[config.mk]
export PLATFORM = sky130hd
export DESIGN_NAME = quadrature_decoder_with_speed
export DESIGN_NICKNAME = d
export VERILOG_FILES = /design/src/design/qdec_pkg.sv /design/src/design/qdec_ctrl.sv /design/src/design/qdec_datapath.sv /design/src/design/quadrature_decoder_with_speed.sv
export SDC_FILE = /design/constraint.sdc
export NUM_CORES = 2
export LEC_CHECK = 0
export BUFFER_PORTS_ARGS = -buffer_cell sky130_fd_sc_hd__clkbuf_2
export CAP_MARGIN = 10
export CELL_PAD_IN_SITES_DETAIL_PLACEMENT = 0
export CELL_PAD_IN_SITES_GLOBAL_PLACEMENT = 2
export CORE_MARGIN = 8
export CORE_UTILIZATION = 42
export CTS_CLUSTER_SIZE = 24
export DETAILED_ROUTE_END_ITERATION = 10
export PLACE_DENSITY_LB_ADDON = 0.12
export SYNTH_ARGS = -nofsm -noshare
export SYNTH_HDL_FRONTEND = slang
export SYNTH_SLANG_ARGS = --single-unit
export TNS_END_PERCENT = 30
[constraint.sdc]
create_clock -name clk -period 9.63 [get_ports clk]
set_clock_uncertainty 0.05 [all_clocks]
set_input_delay 1.926 -clock clk [delete_from_list [all_inputs] [get_ports clk]]
set_output_delay 1.926 -clock clk [all_outputs]
set_load 0.02 [all_outputs]
[src/design/qdec_pkg.sv]
// Shared types and constants for the quadrature decoder with speed measurement.
// No dependencies.
`timescale 1ns / 1ps
`default_nettype none

package qdec_pkg;

    // Register indexes on the configuration port
    localparam logic [1:0] CFG_DECODE_MODE = 2'd0;
    localparam logic [1:0] CFG_PULSES_PER_REV = 2'd1;
    localparam logic [1:0] CFG_WINDOW_MS = 2'd2;

    localparam logic [15:0] PPR_RESET = 16'd1024;
    localparam logic [15:0] WINDOW_RESET = 16'd100;

    // 60000 * 256 / 4: rpm scale in Q.8 with the x4 edge factor folded in
    localparam int SPEED_NUM_W = 22;
    localparam logic [SPEED_NUM_W-1:0] SPEED_NUM = 22'd3840000;

    localparam logic [32:0] LIMIT_POS = 33'h07FFFFFFF;
    localparam logic [32:0] LIMIT_NEG = 33'h080000000;

    typedef enum logic [2:0] {
        ST_IDLE,
        ST_PREP,
        ST_MUL,
        ST_DIV,
        ST_FINISH
    } state_t;

    typedef struct packed {
        logic load_in;
        logic step;
        logic prep;
        logic mul;
        logic div;
        logic finish;
    } cmd_t;

    typedef struct packed {
        logic window;
        logic mul_last;
        logic div_last;
    } stat_t;

endpackage

`default_nettype wire

[src/design/qdec_ctrl.sv]
// Sequencer for the decoder: input and output word handshakes and the speed steps.
// Depends on qdec_pkg.
`timescale 1ns / 1ps
`default_nettype none

module qdec_ctrl
    import qdec_pkg::*;
(
    input  wire   clk,
    input  wire   rst_n,
    input  wire   in_valid,
    output logic  in_ready,
    output logic  out_valid,
    input  wire   out_ready,
    input  stat_t stat,
    output cmd_t  cmd
);

    state_t state_reg, state_next;
    logic   in_full_reg, in_full_next;
    logic   out_valid_reg, out_valid_next;
    logic   out_free;
    logic   step_go;
    logic   accept;

    assign out_free  = !out_valid_reg || out_ready;
    assign step_go   = (state_reg == ST_IDLE) && in_full_reg && out_free;
    // the held word can be replaced in the same cycle it is consumed
    assign in_ready  = !in_full_reg || step_go;
    assign accept    = in_valid && in_ready;
    assign out_valid = out_valid_reg;

    always_comb
    begin
        state_next = state_reg;
        cmd = '0;
        cmd.load_in = accept;
        out_valid_next = out_valid_reg && !out_ready;
        in_full_next = accept ? 1'b1 : (step_go ? 1'b0 : in_full_reg);
        case (state_reg)
            ST_IDLE:
            begin
                if (step_go)
                begin
                    cmd.step = 1'b1;
                    if (stat.window)
                        state_next = ST_PREP;
                    else
                        out_valid_next = 1'b1;
                end
            end
            ST_PREP:
            begin
                cmd.prep = 1'b1;
                state_next = ST_MUL;
            end
            ST_MUL:
            begin
                cmd.mul = 1'b1;
                if (stat.mul_last)
                    state_next = ST_DIV;
            end
            ST_DIV:
            begin
                cmd.div = 1'b1;
                if (stat.div_last)
                    state_next = ST_FINISH;
            end
            ST_FINISH:
            begin
                // output slot was checked free at step time and nothing else fills it
                cmd.finish = 1'b1;
                out_valid_next = 1'b1;
                state_next = ST_IDLE;
            end
            default:
            begin
                state_next = ST_IDLE;
            end
        endcase
    end

    always_ff @(posedge clk or negedge rst_n)
    begin
        if (!rst_n)
        begin
            state_reg <= ST_IDLE;
            in_full_reg <= 1'b0;
            out_valid_reg <= 1'b0;
        end
        else
        begin
            state_reg <= state_next;
            in_full_reg <= in_full_next;
            out_valid_reg <= out_valid_next;
        end
    end

endmodule

`default_nettype wire

[src/design/qdec_datapath.sv]
// Decoder datapath: edge decode, position and window counters, config registers,
// serial multiply and restoring divide for speed. Depends on qdec_pkg.
`timescale 1ns / 1ps
`default_nettype none

module qdec_datapath
    import qdec_pkg::*;
#(
    parameter int COUNT_WIDTH = 32
)
(
    input  wire                clk,
    input  wire                rst_n,
    input  wire                cfg_we,
    input  wire         [1:0]  cfg_index,
    input  wire         [15:0] cfg_data,
    input  wire                chan_a,
    input  wire                chan_b,
    input  wire                ms_tick,
    input  wire                clear_count,
    input  cmd_t               cmd,
    output stat_t              stat,
    output logic signed [31:0] position,
    output logic signed [31:0] speed_rpm_q8,
    output logic               speed_updated
);

    localparam int PW = COUNT_WIDTH + SPEED_NUM_W;
    localparam int MUL_CW = $clog2(SPEED_NUM_W);
    localparam int DIV_CW = $clog2(PW);

    // configuration
    logic        mode_reg;
    logic [15:0] ppr_reg;
    logic [15:0] window_reg;

    // held input word
    logic a_reg, b_reg, tick_reg, clr_reg;

    // decoder state
    logic [1:0]             last_ab_reg;
    logic [COUNT_WIDTH-1:0] count_reg;
    logic [COUNT_WIDTH-1:0] cw_reg;
    logic [15:0]            elapsed_reg;
    logic [31:0]            speed_reg;

    // speed arithmetic
    logic [15:0]            el_latch_reg;
    logic [COUNT_WIDTH-1:0] mag_reg;
    logic                   neg_reg;
    logic [31:0]            div_reg;
    logic [PW-1:0]          acc_reg;
    logic [31:0]            rem_reg;
    logic [32:0]            quo_reg;
    logic                   ovf_reg;
    logic [MUL_CW-1:0]      mul_cnt_reg;
    logic [DIV_CW-1:0]      div_cnt_reg;

    // output word
    logic [31:0] pos_out_reg;
    logic [31:0] speed_out_reg;
    logic        upd_out_reg;

    logic [1:0]             cur_ab;
    logic [1:0]             diff_ab;
    logic                   inc, dec;
    logic [COUNT_WIDTH-1:0] count_new;
    logic [COUNT_WIDTH-1:0] cw_base;
    logic [COUNT_WIDTH-1:0] delta;
    logic [15:0]            el_inc;
    logic                   window;
    logic [31:0]            pos_step;
    logic [31:0]            pos_cur;
    logic [32:0]            shift_rem;
    logic                   ge;
    logic [32:0]            sub_rem;
    logic [32:0]            limit;
    logic [32:0]            mag_q;
    logic [31:0]            speed_calc;

    assign cur_ab  = {a_reg, b_reg};
    assign diff_ab = cur_ab ^ last_ab_reg;

    always_comb
    begin
        inc = 1'b0;
        dec = 1'b0;
        if (!mode_reg)
        begin
            // single-channel change only; direction from prev B against new A
            if (diff_ab == 2'b01 || diff_ab == 2'b10)
            begin
                dec = last_ab_reg[0] ^ cur_ab[1];
                inc = !(last_ab_reg[0] ^ cur_ab[1]);
            end
        end
        else
        begin
            inc = (last_ab_reg == 2'b11 && cur_ab == 2'b00)
               || (last_ab_reg == 2'b00 && cur_ab == 2'b11);
            dec = (last_ab_reg == 2'b10 && cur_ab == 2'b01)
               || (last_ab_reg == 2'b01 && cur_ab == 2'b10);
        end
    end

    always_comb
    begin
        if (clr_reg)
            count_new = '0;
        else if (inc)
            count_new = count_reg + COUNT_WIDTH'(1);
        else if (dec)
            count_new = count_reg - COUNT_WIDTH'(1);
        else
            count_new = count_reg;
    end

    assign cw_base = clr_reg ? '0 : cw_reg;
    assign delta   = count_new - cw_base;
    assign el_inc  = (elapsed_reg == 16'hFFFF) ? elapsed_reg : elapsed_reg + 16'd1;
    assign window  = tick_reg && (el_inc >= window_reg);

    generate
        if (COUNT_WIDTH >= 32)
        begin : g_pos_wide
            assign pos_step = count_new[31:0];
            assign pos_cur  = count_reg[31:0];
        end
        else
        begin : g_pos_narrow
            assign pos_step = {{(32-COUNT_WIDTH){count_new[COUNT_WIDTH-1]}}, count_new};
            assign pos_cur  = {{(32-COUNT_WIDTH){count_reg[COUNT_WIDTH-1]}}, count_reg};
        end
    endgenerate

    // one restoring-divide step per cycle, dividend bits taken from the top of acc
    assign shift_rem = {rem_reg, acc_reg[PW-1]};
    assign ge        = shift_rem >= {1'b0, div_reg};
    assign sub_rem   = shift_rem - {1'b0, div_reg};

    assign limit = neg_reg ? LIMIT_NEG : LIMIT_POS;
    assign mag_q = (ovf_reg || quo_reg > limit) ? limit : quo_reg;

    always_comb
    begin
        if (div_reg == 32'd0)
            speed_calc = 32'd0;
        else if (neg_reg)
            speed_calc = 32'd0 - mag_q[31:0];
        else
            speed_calc = mag_q[31:0];
    end

    assign stat.window   = window;
    assign stat.mul_last = (mul_cnt_reg == '0);
    assign stat.div_last = (div_cnt_reg == '0);

    always_ff @(posedge clk or negedge rst_n)
    begin
        if (!rst_n)
        begin
            mode_reg    <= 1'b0;
            ppr_reg     <= PPR_RESET;
            window_reg  <= WINDOW_RESET;
            last_ab_reg <= 2'b00;
            count_reg   <= '0;
            cw_reg      <= '0;
            elapsed_reg <= 16'd0;
            speed_reg   <= 32'd0;
        end
        else
        begin
            if (cfg_we)
            begin
                case (cfg_index)
                    CFG_DECODE_MODE:    mode_reg <= cfg_data[0];
                    CFG_PULSES_PER_REV: ppr_reg <= cfg_data;
                    CFG_WINDOW_MS:      window_reg <= cfg_data;
                    default:            ;
                endcase
            end
            if (cmd.step)
            begin
                last_ab_reg <= cur_ab;
                count_reg <= count_new;
                if (window)
                begin
                    cw_reg <= count_new;
                    elapsed_reg <= 16'd0;
                end
                else
                begin
                    cw_reg <= cw_base;
                    if (tick_reg)
                        elapsed_reg <= el_inc;
                end
            end
            if (cmd.finish)
                speed_reg <= speed_calc;
        end
    end

    always_ff @(posedge clk)
    begin
        if (cmd.load_in)
        begin
            a_reg    <= chan_a;
            b_reg    <= chan_b;
            tick_reg <= ms_tick;
            clr_reg  <= clear_count;
        end
        if (cmd.step)
        begin
            el_latch_reg <= el_inc;
            neg_reg <= delta[COUNT_WIDTH-1];
            mag_reg <= delta[COUNT_WIDTH-1] ? (COUNT_WIDTH'(0) - delta) : delta;
            if (!window)
            begin
                pos_out_reg   <= pos_step;
                speed_out_reg <= speed_reg;
                upd_out_reg   <= 1'b0;
            end
        end
        if (cmd.prep)
        begin
            div_reg     <= 32'(ppr_reg) * 32'(el_latch_reg);
            acc_reg     <= '0;
            rem_reg     <= 32'd0;
            quo_reg     <= 33'd0;
            ovf_reg     <= 1'b0;
            mul_cnt_reg <= MUL_CW'(SPEED_NUM_W - 1);
            div_cnt_reg <= DIV_CW'(PW - 1);
        end
        if (cmd.mul)
        begin
            // MSB-first shift-add of mag * SPEED_NUM
            acc_reg <= {acc_reg[PW-2:0], 1'b0}
                     + (SPEED_NUM[mul_cnt_reg] ? {{SPEED_NUM_W{1'b0}}, mag_reg} : '0);
            mul_cnt_reg <= mul_cnt_reg - MUL_CW'(1);
        end
        if (cmd.div)
        begin
            acc_reg <= {acc_reg[PW-2:0], 1'b0};
            rem_reg <= ge ? sub_rem[31:0] : shift_rem[31:0];
            quo_reg <= {quo_reg[31:0], ge};
            ovf_reg <= ovf_reg | quo_reg[32];
            div_cnt_reg <= div_cnt_reg - DIV_CW'(1);
        end
        if (cmd.finish)
        begin
            pos_out_reg   <= pos_cur;
            speed_out_reg <= speed_calc;
            upd_out_reg   <= 1'b1;
        end
    end

    assign position      = pos_out_reg;
    assign speed_rpm_q8  = speed_out_reg;
    assign speed_updated = upd_out_reg;

endmodule

`default_nettype wire

[src/design/quadrature_decoder_with_speed.sv]
// Top level of the quadrature decoder with windowed speed measurement.
// Depends on qdec_pkg, qdec_ctrl, qdec_datapath.
//
//  channel | handshake            | payload
//  --------+----------------------+------------------------------------------------
//  in      | in_valid / in_ready  | chan_a, chan_b, ms_tick, clear_count
//  out     | out_valid/out_ready  | position, speed_rpm_q8, speed_updated
//  cfg     | cfg_valid/cfg_ready  | cfg_index, cfg_data (cfg_ready always high)
//
// Words that do not close a window stream one per clock while the output is not stalled.
// A word that closes a window runs the steps prep, bit-serial multiply, restoring divide
// and finish before its result is offered; the next word is not stepped until then.
// One input word is held while a result waits; a stalled output stalls the input after that.
// Reset clears position, window and speed state; config returns to its defaults.
`timescale 1ns / 1ps
`default_nettype none

module quadrature_decoder_with_speed
    import qdec_pkg::*;
#(
    parameter int COUNT_WIDTH = 32
)
(
    input  wire                clk,
    input  wire                rst_n,
    input  wire                in_valid,
    output logic               in_ready,
    input  wire                chan_a,
    input  wire                chan_b,
    input  wire                ms_tick,
    input  wire                clear_count,
    output logic               out_valid,
    input  wire                out_ready,
    output logic signed [31:0] position,
    output logic signed [31:0] speed_rpm_q8,
    output logic               speed_updated,
    input  wire                cfg_valid,
    output logic               cfg_ready,
    input  wire         [1:0]  cfg_index,
    input  wire         [15:0] cfg_data
);

    cmd_t  cmd;
    stat_t stat;

    assign cfg_ready = 1'b1;

    qdec_ctrl u_ctrl (
        .clk       (clk),
        .rst_n     (rst_n),
        .in_valid  (in_valid),
        .in_ready  (in_ready),
        .out_valid (out_valid),
        .out_ready (out_ready),
        .stat      (stat),
        .cmd       (cmd)
    );

    qdec_datapath #(
        .COUNT_WIDTH (COUNT_WIDTH)
    ) u_datapath (
        .clk           (clk),
        .rst_n         (rst_n),
        .cfg_we        (cfg_valid),
        .cfg_index     (cfg_index),
        .cfg_data      (cfg_data),
        .chan_a        (chan_a),
        .chan_b        (chan_b),
        .ms_tick       (ms_tick),
        .clear_count   (clear_count),
        .cmd           (cmd),
        .stat          (stat),
        .position      (position),
        .speed_rpm_q8  (speed_rpm_q8),
        .speed_updated (speed_updated)
    );

endmodule

`default_nettype wire

Word level (Yosys, flattened, before mapping)
Memories as Yosys holds them, arrays and structs flattened. A register that Yosys moved wholly into a read port is not among the register bits.
Cells that the tools add are included.
{"block": "totals", "register_bits": 433, "n_memories": 1, "romBits": 32, "inputBits": 27}
{"name": "(name not given)", "words": 32, "word_bits": 1, "read_ports": 1, "rd_clocked_by_memory_dff": 1, "wr": 0, "line_no": "qdec_datapath.sv:238", "text": "+ (SPEED_NUM[mul_cnt_reg] ? {{SPEED_NUM_W{1'b0}}, mag_reg} : '0);"}
{"block": "classes", "n_mul": 1, "order_cmp": 4, "n_eq_ne": 20, "addsub": 10, "mux": 56, "bitwise_logic": 4, "reduce_logical": 39}
{"cell": "$mux W32", "count": 19}
{"cell": "$mux W54", "count": 3}
{"cell": "$mux W33", "count": 2}
{"cell": "$sub A1 B32 Y32 const A", "count": 2}
{"cell": "$sub A32 B32 Y32", "count": 2}
{"cell": "$add A54 B54 Y54", "count": 1}
{"cell": "$mux W16", "count": 3}
{"cell": "$ge A33 B32 Y1", "count": 1}
{"cell": "$gt A33 B32 Y1", "count": 1}
{"cell": "$add A32 B1 Y32 const B", "count": 1}
{"cell": "$logic_not A32 Y1", "count": 1}
{"cell": "$mul A16 B16 Y32", "count": 1}
{"cell": "$sub A32 B1 Y32 const B", "count": 1}
{"cell": "$mux W31", "count": 1}
{"cell": "$mux W1", "count": 17}
{"cell": "$add A16 B1 Y16 const B", "count": 1}
{"cell": "$eq A16 B16 Y1 const B", "count": 1}
{"cell": "$ge A16 B16 Y1", "count": 1}
{"cell": "$mux W5", "count": 3}
{"cell": "$eq A2 B2 Y1 const B", "count": 6}
{"cell": "$mux W3", "count": 4}
{"cell": "$mux W6", "count": 2}
{"cell": "$pmux W3 S4", "count": 1}
{"cell": "$reduce_and A2 Y1", "count": 6}
{"cell": "other kinds (24)", "count": 53}

Depth between registers and ports, before layout
{"block": "logic_depth", "ltp_word": 11, "ltp_mapped": 26}

Cells and area by module
From an unflattened synthesis, not the netlist that was laid out.
{"block": "hier_totals", "hier_cells": 3542, "area_unflattened_um2": 34658.2}
{"mod": "qdec_datapath", "area_each_um2": 34349.2, "n_inst": 1, "cells_per_inst": 3510}
{"mod": "qdec_ctrl", "area_each_um2": 297.8, "n_inst": 1, "cells_per_inst": 30}
{"mod": "quadrature_decoder_with_speed", "area_each_um2": 11.3, "n_inst": 1, "cells_per_inst": 2}

Least setup slack after synthesis
Ideal clock, no wire load.
{"block": "synth_timing", "kind": "reg2reg", "startpoint": "reg u_datapath.ppr_reg[10]", "endpoint": "reg u_datapath.div_reg[31], data pin", "arrival_time_ns": 6.375, "slack_ns": 2.945, "period_less_slack_ns": 6.685, "required_ns": 9.320, "path_stages_with_launch": 24, "path_cell_list": "dfstp_2 clkbuf_1 nand2_1 fa_1 fa_1 fa_1 inv_1 fa_1 fa_1 inv_1 fa_1 inv_1 ha_1 nand3_1 nor2_1 a211oi_1 o2bb2ai_1 a21oi_1 a21oi_1 a41o_1 or4_1 a31o_2 a21oi_1 xnor2_1"}
{"block": "synth_via", "elab_chain_cells": 1}
{"element": "start, declared", "line_no": "qdec_datapath.sv:34", "text": "logic [15:0] ppr_reg;"}
{"element": "start signal, assigned", "line_no": "qdec_datapath.sv:177", "text": "CFG_PULSES_PER_REV: ppr_reg <= cfg_data;"}
{"element": "$mul A16 B16 Y32", "line_no": "qdec_datapath.sv:226", "text": "div_reg <= 32'(ppr_reg) * 32'(el_latch_reg);"}
{"element": "end signal, assigned", "line_no": "qdec_datapath.sv:226"}
{"element": "end, declared", "line_no": "qdec_datapath.sv:51", "text": "logic [31:0] div_reg;"}
Every way passes these cells.
A chain may end at the register's enable or synchronous reset.

Final worst setup path
{"block": "layout_timing", "startpoint": "reg u_datapath.ppr_reg[6]", "endpoint": "reg u_datapath.div_reg[31], data pin"}
The elaborated chain is that of the path after synthesis.

==> flow_summary.toml <==
[clock_network]
cts_tree = "done"
cts_max_level = 2
cts_inserted_buffers = 52
ctsLongestPathBuffers = 3
cts.hold.buffers_added = 0
cts_setup_buffers = 0
cts.sinks = 434
insertion_delay_ns = 0.63
root_buffer = "clkbuf_16"
clkTransAtPathRegs_ns = 0.06
ctsResizeCount = 0

[final_layout]
area_delta_synth_final_pct = 9.28
drive_gt1_frac = 0.0781
layout.nets = 4136
largest_register_ffs = 54
final_area_sq_um = 37700
stdcell_count = 4769
diodes = 0

[setup_path]
crit_path_max_fanout = 17
r2r_setup_slack_ns = 2.14
r2r-start = "u_datapath.ppr_reg[6]"
critPathRequiredTime_ns = 9.94
end_kind = "flip-flop"
ff2ff_path_depth = 23
r2r-end = "u_datapath.div_reg[31]"
cp.arrival_ns = 7.80
critPathLaunchType = "flip-flop"
worst-setup-path-type = "reg2reg"

[synth]
syn-num-nets = 4117
synth_top_family_by_area = "adder cells"
syn_area_sq_um = 34500
syn_avg_cell_area_sq_um = 9.49
yosysMostFrequentCell = "nand2_1"
ys_seq_area_frac = 0.355
ys_async_sr_fraction = 0.350
synth_top_area_cell = "edfxtp_1"
yosys.area_share.xor_xnor = 0.0510
synthMuxAreaShare = 0.0146
synth_cells = 3637
synth_edf_count = 279
synth-simple-area-share = 0.184
synth_seq_cells = 434
synth_top_cell_area_share = 0.243
synthTopCellsByArea = "edfxtp_1, fa_1, dfrtp_1, ha_1, nand2_1"
synth.yosys.warnings = 0
synth-compound-area-share = 0.133
synth_common_cells = "nand2_1, inv_1, edfxtp_1"
synth_top_flop_cell = "edfxtp_1"
yosysUniqueCellTypes = 95
synthAdderAreaFrac = 0.207

[routing]
drtIter0Drc = 1375
wl_per_cell_um = 19.3
drc = 0
vias = 25900
via_per_inst = 5.43
drt.antenna.violating_nets = 0
drt-total-wl_mm = 92.0
first_pass_iters = 5

[floorplan]
io_pins = 95
die_w_um = 303
die_y_um = 303
rows = 105
start_util = 0.422
core-area_sq_um = 81700
dieArea_sq_um = 91600

[power]
power_mw = 4.52
power_density_nw_per_um2 = 120
p_leak_nw = 17.3
vdd_drop_max_v = 0.000184

[sta]
setup-tns-final_ns = 0
fin_crit_sh = 0.778
max_freq_ghz = 0.133
setup_ws_ns = 2.14
slew_headroom = 0.345
worst_slew_pin_slew_ns = 0.983
hold_violations = 0
setup_violations = 0
period_minus_slack_ns = 7.49
slew_violations = 0
rsz0062_at_grt = "false"

[global_routing]
first_global_vias = 26400
grt_usage = 0.200
grt-ovfl-total = 0
grt_max_degree = 84
grt_pass1_wl_mm = 147
antenna_found_initial = 2

[place]
numPortBuffers = 93
hpwl_mm = 69.1
postPlaceCellArea_sq_um = 35900
gp_congestion = 0.889
place_ws_ns = 2.08
dp.cells = 4672

[min_path]
min_from = "u_datapath.speed_reg[11]"
hold-path-endpoint = "u_datapath.speed_reg[11]"
min_delay_path_depth = 2
min_path_type = "reg2reg"

[run_status]
status = "finished clean"

[flow_run]
cap_violations = 0
[power by group]
| group | leakage [nW] | switching (mW) | total, mW | internal [mW] |
|---|---|---|---|---|
| Clock | 0.871 | 0.829 | 2.01 | 1.19 |
| Combinational | 11.5 | 0.236 | 0.408 | 0.172 |
| Sequential | 5.00 | 0.0826 | 2.09 | 2.01 |
[worst max-delay path: stages (launching register included)]
cell       delay (ns)
dfrtp_1          0.61
and2_1           0.31
fa_1             0.55
inv_1            0.06
fa_1             0.49
fa_1             0.52
inv_1            0.05
fa_1             0.46
fa_1             0.54
inv_1            0.05
fa_1             0.53
inv_1            0.04
ha_1             0.34
nand3_1          0.16
nor2_1           0.07
a211oi_1         0.47
o2bb2ai_1        0.22
a21oi_1          0.30
a21oi_1          0.19
a41o_1           0.28
or4_1            0.43
a31o_2           0.25
a21oi_1          0.17
xnor2_1          0.09
[layout by cell type (no fill, tap or decap), drive strengths merged, types with 12 or more instances in the layout]
| cell type | n |
|---|---|
| nand4 | 30 |
| o211ai | 15 |
| clkbuf | 158 |
| nor2b | 21 |
| a22o | 27 |
| inv | 353 |
| and2 | 172 |
| or4 | 12 |
| nor2 | 218 |
| clkinv | 27 |
| ha | 256 |
| edfxtp | 279 |
| a21oi | 137 |
| o21a | 28 |
| o22ai | 14 |
| o31ai | 36 |
| a21o | 76 |
| mux2 | 36 |
| dfrtp | 148 |
| o21bai | 20 |
| xnor2 | 116 |
| nand2 | 442 |
| and3 | 73 |
| a31oi | 19 |
| or3 | 23 |
| a211oi | 25 |
| nand2b | 67 |
| buf | 26 |
| xor2 | 82 |
| nor4 | 22 |
| o21ai | 229 |
| nand3 | 100 |
| fa | 197 |
| nor3 | 57 |
[how the worst max path moves through the flow]
| stage | from | end | slack, ns |
|---|---|---|---|
| floorplan | u_datapath.ppr_reg[10] | u_datapath.div_reg[31] | 2.95 |
| global placement | u_datapath.ppr_reg[5] | u_datapath.div_reg[31] | 2.21 |
| detailed placement | u_datapath.ppr_reg[6] | u_datapath.div_reg[31] | 2.08 |
| CTS | u_datapath.ppr_reg[6] | u_datapath.div_reg[31] | 2.09 |
| global route | u_datapath.ppr_reg[7] | u_datapath.div_reg[31] | 1.74 |
| finish | u_datapath.ppr_reg[6] | u_datapath.div_reg[31] | 2.14 |
[per-stage QoR]
| stage | hold slack [ns] | utilization |
|---|---|---|
| after detailed placement | 0.403 | 0.440 |
| final | 0.410 | 0.461 |
| after floorplan | 0.380 | - |
| after global placement | 0.395 | 0.440 |
| after global routing | 0.431 | 0.461 |
| after CTS | 0.414 | 0.461 |
[per-layer routing]
metal	share of wire	GRT usage
met1	0.44	0.259
met4	0.028	0.0566
met3	0.036	0.0236
met2	0.50	0.352
met5	0	0
[kinds of logic after synthesis]
kind of cell / Yosys count
AOI/OAI and AO/OA: 712
xor gates and xnor gates: 198
adders and majority gates: 453
buffers and inverters: 507
DFF: 434
muxes: 46
other: 1
and+or+nand+nor: 1286
[layout make-up]
cell class	count	area, sq um
Clock buffer	66	1430
Multi-Input combinational cell	2696	20400
Inverter	354	1330
Timing Repair Buffer	118	659
Sequential cell	434	12200
Tap cell	1070	1340
Clock inverter	31	337
Fill cell	7814	44000
Power figures use the tool's default switching activity.
